==> src/rtl/swrp_pkg.sv <==
// Shared types, codes and the checksum function of the stop-and-wait receiver.
`timescale 1ns / 1ps
package swrp_pkg;

    localparam int unsigned MAX_PAYLOAD = 1024;
    localparam logic [15:0] MAX_LEN     = 16'(MAX_PAYLOAD);

    localparam logic [15:0] TIMEOUT_RESET = 16'd500;
    localparam logic [3:0]  FILES_RESET   = 4'd2;

    // Configuration register indexes.
    localparam int unsigned CFG_IDX_W = 1;
    localparam logic [CFG_IDX_W-1:0] REG_TIMEOUT = 1'b0;
    localparam logic [CFG_IDX_W-1:0] REG_FILES   = 1'b1;

    // Input commands.
    localparam logic CMD_HEADER = 1'b0;
    localparam logic CMD_TICK   = 1'b1;

    // Header tags.
    localparam logic [7:0] TAG_SYN    = 8'h01;
    localparam logic [7:0] TAG_ACK    = 8'h02;
    localparam logic [7:0] TAG_SYNACK = 8'h03;
    localparam logic [7:0] TAG_FIN    = 8'h04;
    localparam logic [7:0] TAG_FINACK = 8'h06;
    localparam logic [7:0] TAG_OVER   = 8'h07;

    // Result status codes.
    localparam logic [2:0] ST_NONE       = 3'd0;
    localparam logic [2:0] ST_CONNECTED  = 3'd1;
    localparam logic [2:0] ST_CONN_FAIL  = 3'd2;
    localparam logic [2:0] ST_DUPLICATE  = 3'd3;
    localparam logic [2:0] ST_FILE_DONE  = 3'd4;
    localparam logic [2:0] ST_CLOSED     = 3'd5;
    localparam logic [2:0] ST_CLOSE_FAIL = 3'd6;

    // Depth of the queue between the front and the back.
    localparam int unsigned QDEPTH = 4;
    localparam int unsigned QPTR_W = $clog2(QDEPTH);
    localparam int unsigned QCNT_W = $clog2(QDEPTH + 1);

    typedef struct packed {
        logic        command;
        logic [7:0]  pkt_tag;
        logic [7:0]  pkt_seq;
        logic [15:0] pkt_datasize;
        logic [15:0] pkt_checksum;
    } t_in_item;

    typedef struct packed {
        logic        send_valid;
        logic [7:0]  send_tag;
        logic [7:0]  send_seq;
        logic [15:0] send_datasize;
        logic [15:0] send_checksum;
        logic        last;
        logic        deliver;
        logic [15:0] deliver_len;
        logic [3:0]  file_index;
        logic [31:0] byte_count;
        logic [2:0]  status;
    } t_out_item;

    // Result without its checksum, as decided by the front.
    typedef struct packed {
        logic        send_valid;
        logic [7:0]  send_tag;
        logic [7:0]  send_seq;
        logic [15:0] send_datasize;
        logic        last;
        logic        deliver;
        logic [15:0] deliver_len;
        logic [3:0]  file_index;
        logic [31:0] byte_count;
        logic [2:0]  status;
    } t_action;

    // Write side of the action queue: up to two actions per request.
    typedef struct packed {
        logic [1:0] count;
        t_action    act0;
        t_action    act1;
    } t_qwrite;

    // Ones-complement sum of three words with end-around carry, complemented.
    function automatic logic [15:0] ones_sum(input logic [15:0] w0,
                                             input logic [15:0] w1,
                                             input logic [15:0] w2);
        logic [16:0] s;
        begin
            s = {1'b0, w0} + {1'b0, w1};
            if (s[16]) begin
                s = {1'b0, s[15:0]} + 17'd1;
            end
            s = {1'b0, s[15:0]} + {1'b0, w2};
            if (s[16]) begin
                s = {1'b0, s[15:0]} + 17'd1;
            end
            return ~s[15:0];
        end
    endfunction

endpackage

==> src/rtl/swrp_front.sv <==
// Front part: protocol state machine that accepts requests and decides the results.
`timescale 1ns / 1ps
module swrp_front (
    input  logic                             i_clk,
    input  logic                             i_rst_n,
    input  logic                             i_cfg_we,
    input  logic [swrp_pkg::CFG_IDX_W-1:0]   i_cfg_idx,
    input  logic [15:0]                      i_cfg_wdata,
    input  logic                             i_accept,
    input  swrp_pkg::t_in_item               i_item,
    output swrp_pkg::t_qwrite                o_qwr
);

    typedef enum logic [2:0] {
        PH_WAIT_SYN,
        PH_WAIT_ACK,
        PH_DATA,
        PH_WAIT_FIN,
        PH_WAIT_LAST,
        PH_CLOSED
    } t_phase;

    t_phase      r_phase,      n_phase;
    logic [7:0]  r_exp_seq,    n_exp_seq;
    logic [15:0] r_timer,      n_timer;
    logic [7:0]  r_rs_tag,     n_rs_tag;
    logic [7:0]  r_rs_seq,     n_rs_seq;
    logic [15:0] r_rs_ds,      n_rs_ds;
    logic [3:0]  r_files_done, n_files_done;
    logic [31:0] r_file_bytes, n_file_bytes;
    logic [7:0]  r_last_ack,   n_last_ack;
    logic [15:0] r_timeout;
    logic [3:0]  r_files_cfg;

    logic                hdr_ok;
    logic [15:0]         timer_inc;
    logic [15:0]         len;
    logic [32:0]         byte_sum;
    logic [3:0]          files_inc;
    swrp_pkg::t_action   base;
    swrp_pkg::t_qwrite   qwr;

    assign hdr_ok    = (swrp_pkg::ones_sum(i_item.pkt_datasize, i_item.pkt_checksum,
                                           {i_item.pkt_seq, i_item.pkt_tag}) == 16'd0);
    assign timer_inc = (r_timer < 16'hffff) ? (r_timer + 16'd1) : r_timer;
    assign len       = (i_item.pkt_datasize > swrp_pkg::MAX_LEN) ? swrp_pkg::MAX_LEN
                                                                 : i_item.pkt_datasize;
    assign byte_sum  = {1'b0, r_file_bytes} + {17'd0, len};
    assign files_inc = r_files_done + 4'd1;

    always_comb begin
        base             = '0;
        base.last        = 1'b1;
        base.file_index  = r_files_done;
        base.byte_count  = r_file_bytes;
        base.status      = swrp_pkg::ST_NONE;

        qwr          = '0;
        qwr.act0     = base;
        qwr.act1     = base;
        n_phase      = r_phase;
        n_exp_seq    = r_exp_seq;
        n_timer      = r_timer;
        n_rs_tag     = r_rs_tag;
        n_rs_seq     = r_rs_seq;
        n_rs_ds      = r_rs_ds;
        n_files_done = r_files_done;
        n_file_bytes = r_file_bytes;
        n_last_ack   = r_last_ack;

        if (i_accept) begin
            if (i_item.command == swrp_pkg::CMD_TICK) begin
                if ((r_phase == PH_WAIT_ACK) || (r_phase == PH_WAIT_LAST)) begin
                    if (timer_inc < r_timeout) begin
                        n_timer = timer_inc;
                    end else begin
                        n_timer                 = '0;
                        qwr.count               = 2'd1;
                        qwr.act0.send_valid     = 1'b1;
                        qwr.act0.send_tag       = r_rs_tag;
                        qwr.act0.send_seq       = r_rs_seq;
                        qwr.act0.send_datasize  = r_rs_ds;
                    end
                end
            end else begin
                unique case (r_phase)
                    PH_WAIT_SYN: begin
                        if ((i_item.pkt_tag == swrp_pkg::TAG_SYN) && hdr_ok) begin
                            n_rs_tag               = swrp_pkg::TAG_SYNACK;
                            n_rs_seq               = i_item.pkt_seq;
                            n_rs_ds                = i_item.pkt_datasize;
                            n_timer                = '0;
                            n_phase                = PH_WAIT_ACK;
                            qwr.count              = 2'd1;
                            qwr.act0.send_valid    = 1'b1;
                            qwr.act0.send_tag      = swrp_pkg::TAG_SYNACK;
                            qwr.act0.send_seq      = i_item.pkt_seq;
                            qwr.act0.send_datasize = i_item.pkt_datasize;
                        end
                    end
                    PH_WAIT_ACK: begin
                        n_phase         = PH_DATA;
                        qwr.count       = 2'd1;
                        qwr.act0.status = ((i_item.pkt_tag == swrp_pkg::TAG_ACK) && hdr_ok)
                                          ? swrp_pkg::ST_CONNECTED : swrp_pkg::ST_CONN_FAIL;
                    end
                    PH_DATA: begin
                        qwr.count = 2'd1;
                        if ((i_item.pkt_tag == swrp_pkg::TAG_OVER) && hdr_ok) begin
                            n_files_done        = files_inc;
                            n_file_bytes        = '0;
                            n_exp_seq           = '0;
                            n_last_ack          = '0;
                            // A setting of zero still finishes after the first file.
                            if (files_inc >= r_files_cfg) begin
                                n_phase = PH_WAIT_FIN;
                            end
                            qwr.act0.send_valid = 1'b1;
                            qwr.act0.send_tag   = swrp_pkg::TAG_OVER;
                            qwr.act0.send_seq   = r_last_ack;
                            qwr.act0.status     = swrp_pkg::ST_FILE_DONE;
                        end else if (i_item.pkt_seq != r_exp_seq) begin
                            qwr.act0.status = swrp_pkg::ST_DUPLICATE;
                        end else begin
                            n_file_bytes         = byte_sum[32] ? 32'hffff_ffff
                                                                : byte_sum[31:0];
                            n_last_ack           = r_exp_seq;
                            n_exp_seq            = r_exp_seq + 8'd1;
                            qwr.act0.send_valid  = 1'b1;
                            qwr.act0.send_tag    = swrp_pkg::TAG_ACK;
                            qwr.act0.send_seq    = r_exp_seq;
                            qwr.act0.deliver     = 1'b1;
                            qwr.act0.deliver_len = len;
                            qwr.act0.byte_count  = n_file_bytes;
                        end
                    end
                    PH_WAIT_FIN: begin
                        if ((i_item.pkt_tag == swrp_pkg::TAG_FIN) && hdr_ok) begin
                            n_rs_tag               = swrp_pkg::TAG_FINACK;
                            n_rs_seq               = i_item.pkt_seq;
                            n_rs_ds                = i_item.pkt_datasize;
                            n_timer                = '0;
                            n_phase                = PH_WAIT_LAST;
                            qwr.count              = 2'd2;
                            qwr.act0.send_valid    = 1'b1;
                            qwr.act0.send_tag      = swrp_pkg::TAG_ACK;
                            qwr.act0.send_seq      = i_item.pkt_seq;
                            qwr.act0.send_datasize = i_item.pkt_datasize;
                            qwr.act0.last          = 1'b0;
                            qwr.act1.send_valid    = 1'b1;
                            qwr.act1.send_tag      = swrp_pkg::TAG_FINACK;
                            qwr.act1.send_seq      = i_item.pkt_seq;
                            qwr.act1.send_datasize = i_item.pkt_datasize;
                        end
                    end
                    PH_WAIT_LAST: begin
                        n_phase         = PH_CLOSED;
                        qwr.count       = 2'd1;
                        qwr.act0.status = ((i_item.pkt_tag == swrp_pkg::TAG_ACK) && hdr_ok)
                                          ? swrp_pkg::ST_CLOSED : swrp_pkg::ST_CLOSE_FAIL;
                    end
                    PH_CLOSED: begin
                    end
                    default: begin
                    end
                endcase
            end
        end
    end

    assign o_qwr = qwr;

    always_ff @(posedge i_clk) begin
        if (!i_rst_n) begin
            r_phase      <= PH_WAIT_SYN;
            r_exp_seq    <= '0;
            r_timer      <= '0;
            r_rs_tag     <= '0;
            r_rs_seq     <= '0;
            r_rs_ds      <= '0;
            r_files_done <= '0;
            r_file_bytes <= '0;
            r_last_ack   <= '0;
            r_timeout    <= swrp_pkg::TIMEOUT_RESET;
            r_files_cfg  <= swrp_pkg::FILES_RESET;
        end else begin
            r_phase      <= n_phase;
            r_exp_seq    <= n_exp_seq;
            r_timer      <= n_timer;
            r_rs_tag     <= n_rs_tag;
            r_rs_seq     <= n_rs_seq;
            r_rs_ds      <= n_rs_ds;
            r_files_done <= n_files_done;
            r_file_bytes <= n_file_bytes;
            r_last_ack   <= n_last_ack;
            if (i_cfg_we) begin
                unique case (i_cfg_idx)
                    swrp_pkg::REG_TIMEOUT: r_timeout   <= i_cfg_wdata;
                    swrp_pkg::REG_FILES:   r_files_cfg <= i_cfg_wdata[3:0];
                    default: begin
                    end
                endcase
            end
        end
    end

endmodule

==> src/rtl/swrp_queue.sv <==
// Action queue between front and back: up to two writes and one read per cycle.
`timescale 1ns / 1ps
module swrp_queue (
    input  logic                i_clk,
    input  logic                i_rst_n,
    input  swrp_pkg::t_qwrite   i_wr,
    input  logic                i_rd,
    output swrp_pkg::t_action   o_rd_data,
    output logic                o_empty,
    output logic                o_full
);

    swrp_pkg::t_action r_mem [swrp_pkg::QDEPTH];

    logic [swrp_pkg::QPTR_W-1:0] r_wp, n_wp;
    logic [swrp_pkg::QPTR_W-1:0] r_rp, n_rp;
    logic [swrp_pkg::QCNT_W-1:0] r_cnt, n_cnt;
    logic [swrp_pkg::QPTR_W-1:0] wp1;
    logic                        do_rd;

    assign wp1       = r_wp + swrp_pkg::QPTR_W'(1);
    assign do_rd     = i_rd && !o_empty;
    assign o_empty   = (r_cnt == '0);
    // Full as soon as a two-result request might not fit.
    assign o_full    = (r_cnt > swrp_pkg::QCNT_W'(swrp_pkg::QDEPTH - 2));
    assign o_rd_data = r_mem[r_rp];

    always_comb begin
        n_wp  = r_wp + swrp_pkg::QPTR_W'(i_wr.count);
        n_rp  = do_rd ? (r_rp + swrp_pkg::QPTR_W'(1)) : r_rp;
        n_cnt = r_cnt + swrp_pkg::QCNT_W'(i_wr.count) - swrp_pkg::QCNT_W'(do_rd);
    end

    always_ff @(posedge i_clk) begin
        if (i_wr.count != 2'd0) begin
            r_mem[r_wp] <= i_wr.act0;
        end
        if (i_wr.count == 2'd2) begin
            r_mem[wp1] <= i_wr.act1;
        end
    end

    always_ff @(posedge i_clk) begin
        if (!i_rst_n) begin
            r_wp  <= '0;
            r_rp  <= '0;
            r_cnt <= '0;
        end else begin
            r_wp  <= n_wp;
            r_rp  <= n_rp;
            r_cnt <= n_cnt;
        end
    end

endmodule

==> src/rtl/swrp_back.sv <==
// Back part: builds the outgoing header checksum and holds the result register.
`timescale 1ns / 1ps
module swrp_back (
    input  logic                i_clk,
    input  logic                i_rst_n,
    input  swrp_pkg::t_action   i_act,
    input  logic                i_act_empty,
    output logic                o_act_rd,
    input  logic                i_pop,
    output logic                o_empty,
    output swrp_pkg::t_out_item o_item
);

    logic                r_vld;
    swrp_pkg::t_out_item r_item, n_item;
    logic                load;

    assign load     = !r_vld || i_pop;
    assign o_act_rd = load && !i_act_empty;
    assign o_empty  = !r_vld;
    assign o_item   = r_item;

    always_comb begin
        n_item.send_valid    = i_act.send_valid;
        n_item.send_tag      = i_act.send_tag;
        n_item.send_seq      = i_act.send_seq;
        n_item.send_datasize = i_act.send_datasize;
        n_item.send_checksum = i_act.send_valid
                               ? swrp_pkg::ones_sum(i_act.send_datasize, 16'd0,
                                                    {i_act.send_seq, i_act.send_tag})
                               : 16'd0;
        n_item.last          = i_act.last;
        n_item.deliver       = i_act.deliver;
        n_item.deliver_len   = i_act.deliver_len;
        n_item.file_index    = i_act.file_index;
        n_item.byte_count    = i_act.byte_count;
        n_item.status        = i_act.status;
    end

    always_ff @(posedge i_clk) begin
        if (o_act_rd) begin
            r_item <= n_item;
        end
    end

    always_ff @(posedge i_clk) begin
        if (!i_rst_n) begin
            r_vld <= 1'b0;
        end else if (load) begin
            r_vld <= !i_act_empty;
        end
    end

endmodule

==> src/rtl/stop_wait_receiver_protocol_core.sv <==
// Top level of the stop-and-wait receiver: front, action queue and back.
`timescale 1ns / 1ps
// The block takes one request per clock while full is low: a received header
// or a timer tick. The protocol state machine in the front settles each request
// in the cycle it is accepted and writes its results (none, one, or two for a
// FIN) into a four-entry queue; the back adds the header checksum and presents
// the oldest result in an output register that it loads from the queue.
// Results leave at one per pop, so a FIN costs two pops. full rises while the
// queue has fewer than two free entries. Configuration writes take effect at
// once and should be made only while no request is in flight.
module stop_wait_receiver_protocol_core (
    input  logic                           i_clk,
    input  logic                           i_rst_n,
    input  logic                           i_cfg_we,
    input  logic [swrp_pkg::CFG_IDX_W-1:0] i_cfg_idx,
    input  logic [15:0]                    i_cfg_wdata,
    input  logic                           push,
    output logic                           full,
    input  swrp_pkg::t_in_item             i_in_item,
    output logic                           empty,
    input  logic                           pop,
    output swrp_pkg::t_out_item            o_out_item
);

    swrp_pkg::t_qwrite qwr;
    swrp_pkg::t_action q_data;
    logic              q_empty;
    logic              q_full;
    logic              q_rd;

    assign full = q_full;

    swrp_front u_front (
        .i_clk       (i_clk),
        .i_rst_n     (i_rst_n),
        .i_cfg_we    (i_cfg_we),
        .i_cfg_idx   (i_cfg_idx),
        .i_cfg_wdata (i_cfg_wdata),
        .i_accept    (push && !q_full),
        .i_item      (i_in_item),
        .o_qwr       (qwr)
    );

    swrp_queue u_queue (
        .i_clk     (i_clk),
        .i_rst_n   (i_rst_n),
        .i_wr      (qwr),
        .i_rd      (q_rd),
        .o_rd_data (q_data),
        .o_empty   (q_empty),
        .o_full    (q_full)
    );

    swrp_back u_back (
        .i_clk       (i_clk),
        .i_rst_n     (i_rst_n),
        .i_act       (q_data),
        .i_act_empty (q_empty),
        .o_act_rd    (q_rd),
        .i_pop       (pop),
        .o_empty     (empty),
        .o_item      (o_out_item)
    );

endmodule

==> config.mk <==
export PLATFORM = sky130hd
export DESIGN_NAME = stop_wait_receiver_protocol_core
export DESIGN_NICKNAME = d
export VERILOG_FILES = /design/src/rtl/swrp_pkg.sv /design/src/rtl/swrp_front.sv /design/src/rtl/swrp_queue.sv /design/src/rtl/swrp_back.sv /design/src/rtl/stop_wait_receiver_protocol_core.sv
export SDC_FILE = /design/constraint.sdc
export NUM_CORES = 1
export LEC_CHECK = 0
export BUFFER_PORTS_ARGS = -buffer_cell sky130_fd_sc_hd__buf_2
export CAP_MARGIN = 10
export CORE_MARGIN = 3
export CORE_UTILIZATION = 23
export CTS_CLUSTER_SIZE = 20
export DETAILED_ROUTE_END_ITERATION = 6
export GPL_TIMING_DRIVEN = 0
export HOLD_SLACK_MARGIN = 0.1
export SETUP_SLACK_MARGIN = 0.3
export SLEW_MARGIN = 25
export SYNTH_ARGS = -nofsm -noshare
export SYNTH_HDL_FRONTEND = slang
export SYNTH_SLANG_ARGS = --single-unit
==> constraint.sdc <==
create_clock -name i_clk -period 18.97 [get_ports i_clk]
set_input_delay 1.897 -clock i_clk [delete_from_list [all_inputs] [get_ports i_clk]]
set_output_delay 1.897 -clock i_clk [all_outputs]
set_load 0.02 [all_outputs]
==> results.ini <==
[status]
status = finished, final reports clean

[power]
pwr_density_cell_mw_per_mm2 = 119
p_leak_nw = 11.9
power_frac_seq = 0.371
p_switching_w = 0.00143
swShare = 0.339
combinationalPowerShare = 0.304
ir_drop_uv = 79.8
pwr-share-clk = 0.325
intPower_w = 0.00278

[critical_path]
crit_type = in2reg
cp_max_fo = 57
worstSetupEndpointType = register
worstPathRequired_ps = 19460
r2r_start = u_front.r_timer[3]
critPathMaxStageDelay_ps = 700
critPathLaunchType = primary input
crit_path_end = u_queue.r_mem[3][28]
cp_slowest_cell = clkbuf_1
reg2regPathDepth = 24
crit_start = i_in_item[17]
arrival_ps = 10590
r2r_slack_ps = 12340
rr_endpoint = u_queue.r_mem[0][3]

[floorplan]
chipWidth_um = 365
die_h_um = 365
core-area_mm2 = 0.128
start_util = 0.232
rows = 131
ios = 179
die-area_mm2 = 0.133

[sta]
period_minus_slack_ps = 10100
max_freq_ghz = 0.0990
slew_headroom = 0.291
final-hold-violation-count = 0
drv_slew = 0
period_share = 0.532
setup_tns_ps = 0
tightest_slew_ps = 1060
fin_skew_ps = 52.3
grt_setup_unrepaired = false
setup_viol = 0

[global_route]
antenna_found_initial = 4
grt_usage = 0.146
grt_pass1_wl_um = 147000
grt_pass1_vias = 22800
grt_max_degree = 58
overflow = 0

[layout]
layout.nets = 3276
drive_gt1_frac = 0.161
layout_commonest_cell = nand2_1
area_growth_pct = 19.1
post-route-util = 0.276
layout_common_cells = 394 x nand2_1, 353 x edfxtp_1, 222 x o21ai_0, 221 x buf_2, 216 x dfxtp_1
fillCellCount = 13300

[synth]
synth_seq_cells = 569
yosysWarnings = 0
synth-simple-area-share = 0.157
yosysSeqAreaShare = 0.504
synth.area.mux_share = 0.0712
synth_ff_type = edfxtp_1
synthArstFlopShare = 0
synth_top_family_by_area = compound AO/OA/AOI/OAI gates
synthDistinctLibCells = 97
synth_edf_count = 353
synth_compound_area_frac = 0.157
synth_xor_area_frac = 0.0325
synthAdderAreaFrac = 0.0418
syn_area_mm2 = 0.0296
syn_inst = 2850
avgSynthCellArea_um2 = 10.4

[cts]
cts_tree = yes
hold_buffers = 0
numCtsBuffers = 68
clockBufferDepth = 3
htreeDepth = 3
clock-sinks = 569
clk_pin_slew_ps = 60
post_cts_buffers = 0
clock-root-buffer = clkbuf_16
clk-insertion-delay-late_ps = 640
ctsResizeCount = 0

[route]
wl_per_cell_um = 20.6
drt_pass1_iterations = 6
via_count = 23800
viasPerCell = 4.94
finalWirelength_um = 99300
drtIter0Drc = 2608
drc_errors = 0
ant_nets = 0

[placed_design]
post-dp-hpwl_um = 74400
gp_congestion = 0.908
portBuffers = 171

[hold_path]
hp-class = reg2reg
hold_depth = 2

[run]
cap_violations = 0

area by class of cell:
cell class / count / area (um^2) / area share
flip-flops and latches: 569 / 14900 / 0.423
multi-input cells: 2032 / 13700 / 0.388
well taps: 1662 / 2080 / 0.0590
clock buffers: 93 / 1910 / 0.0540
repair buffers: 180 / 1090 / 0.0309
plain buffers: 193 / 856 / 0.0243
clock inverters: 32 / 483 / 0.0137
inverters: 65 / 256 / 0.00727
diodes: 1 / 2.50 / 0.0000710
critical path: cells and delay by family:
kind,cells,cell delay [ps]
AO/OA/AOI/OAI,12,3280
AND/OR/NAND/NOR,9,2840
buffers and inverters,5,1500
adder cells (fa/ha/maj),2,810
XOR/XNOR,1,160
cell usage after synthesis (26+ instances only):
library cell / count / area, um^2
mux4_2: 84 / 1890
nand3_1: 121 / 606
xor2_1: 38 / 333
and2_1: 44 / 275
xnor2_1: 72 / 631
a21oi_1: 196 / 981
o21ai_0: 222 / 1110
nor2_1: 175 / 657
a22o_1: 58 / 508
a31oi_1: 27 / 169
a21o_1: 36 / 270
nand2_1: 394 / 1480
clkbuf_1: 109 / 409
nor3_1: 46 / 230
nand2b_1: 26 / 163
edfxtp_1: 353 / 10600
dfxtp_1: 216 / 4320
ha_1: 91 / 1140
inv_1: 63 / 236
and3_1: 33 / 206
buf_2: 46 / 230
cells by family after synthesis:
family,after synthesis
xor gates and xnor gates,110
adders and majority gates,96
buffers and inverters,258
muxes,105
and+or+nand+nor,977
other,1
AOI/OAI and AO/OA,734
DFF,569
per-layer routing:
metal  GRT usage  up-vias  routed length, um
li1            -    11000                  -
met1       0.188    11600              41000
met2       0.249     1018              48300
met3      0.0221      157               7200
met4      0.0467        4               2830
met5           0        -                 14
worst min path at each step:
stage / end / start / slack [ps]
after global placement: u_queue.r_mem[2][55] / u_queue.r_mem[2][55] / 430
after CTS: u_front.r_rs_seq[7] / u_front.r_rs_seq[7] / 450
after floorplan: u_queue.r_mem[2][0] / u_queue.r_mem[2][0] / 420
after detailed placement: u_queue.r_mem[2][55] / u_queue.r_mem[2][55] / 440
final: u_front.r_rs_seq[7] / u_front.r_rs_seq[7] / 450
after global routing: u_front.r_rs_ds[2] / u_front.r_rs_ds[2] / 470
flip-flops by register name, summed over array words and instances (netlist names), named ones only:
name / count
u_front.r_files_cfg: 4
u_front.r_rs_ds: 16
u_front.r_exp_seq: 8
u_queue.r_rp: 2
u_front.r_rs_tag: 3
u_front.r_phase: 3
u_back.o_item: 101
u_front.r_files_done: 4
u_front.r_rs_seq: 8
u_front.r_timer: 16
u_back.r_vld: 1
u_front.r_timeout: 16
u_queue.r_mem: 340
u_queue.r_cnt: 3
u_front.r_file_bytes: 32
u_queue.r_wp: 2
u_front.r_last_ack: 8
through the flow:
step	cells	hold slack, ps	cell area (um^2)	setup WS [ps]	power, W
after global placement	4692	429	32600	6160	0.00287
after floorplan	2859	420	29700	9640	0.00243
final	4827	448	35300	8870	0.00420
after detailed placement	4701	440	32900	8280	0.00289
after global routing	4826	470	35300	8230	0.00441
after CTS	4826	449	35300	8880	0.00426
power groups by stage:
stage	clock network [W]	registers [W]	logic (W)
6_report	0.00136	0.00156	0.00128
4_1_cts	0.00139	0.00157	0.00130
3_5_place_dp	0	0.00160	0.00129
3_3_place_gp	0	0.00163	0.00124
5_1_grt	0.00144	0.00158	0.00139
2_1_floorplan	0	0.00174	0.000696
Power figures use the tool's default switching activity.
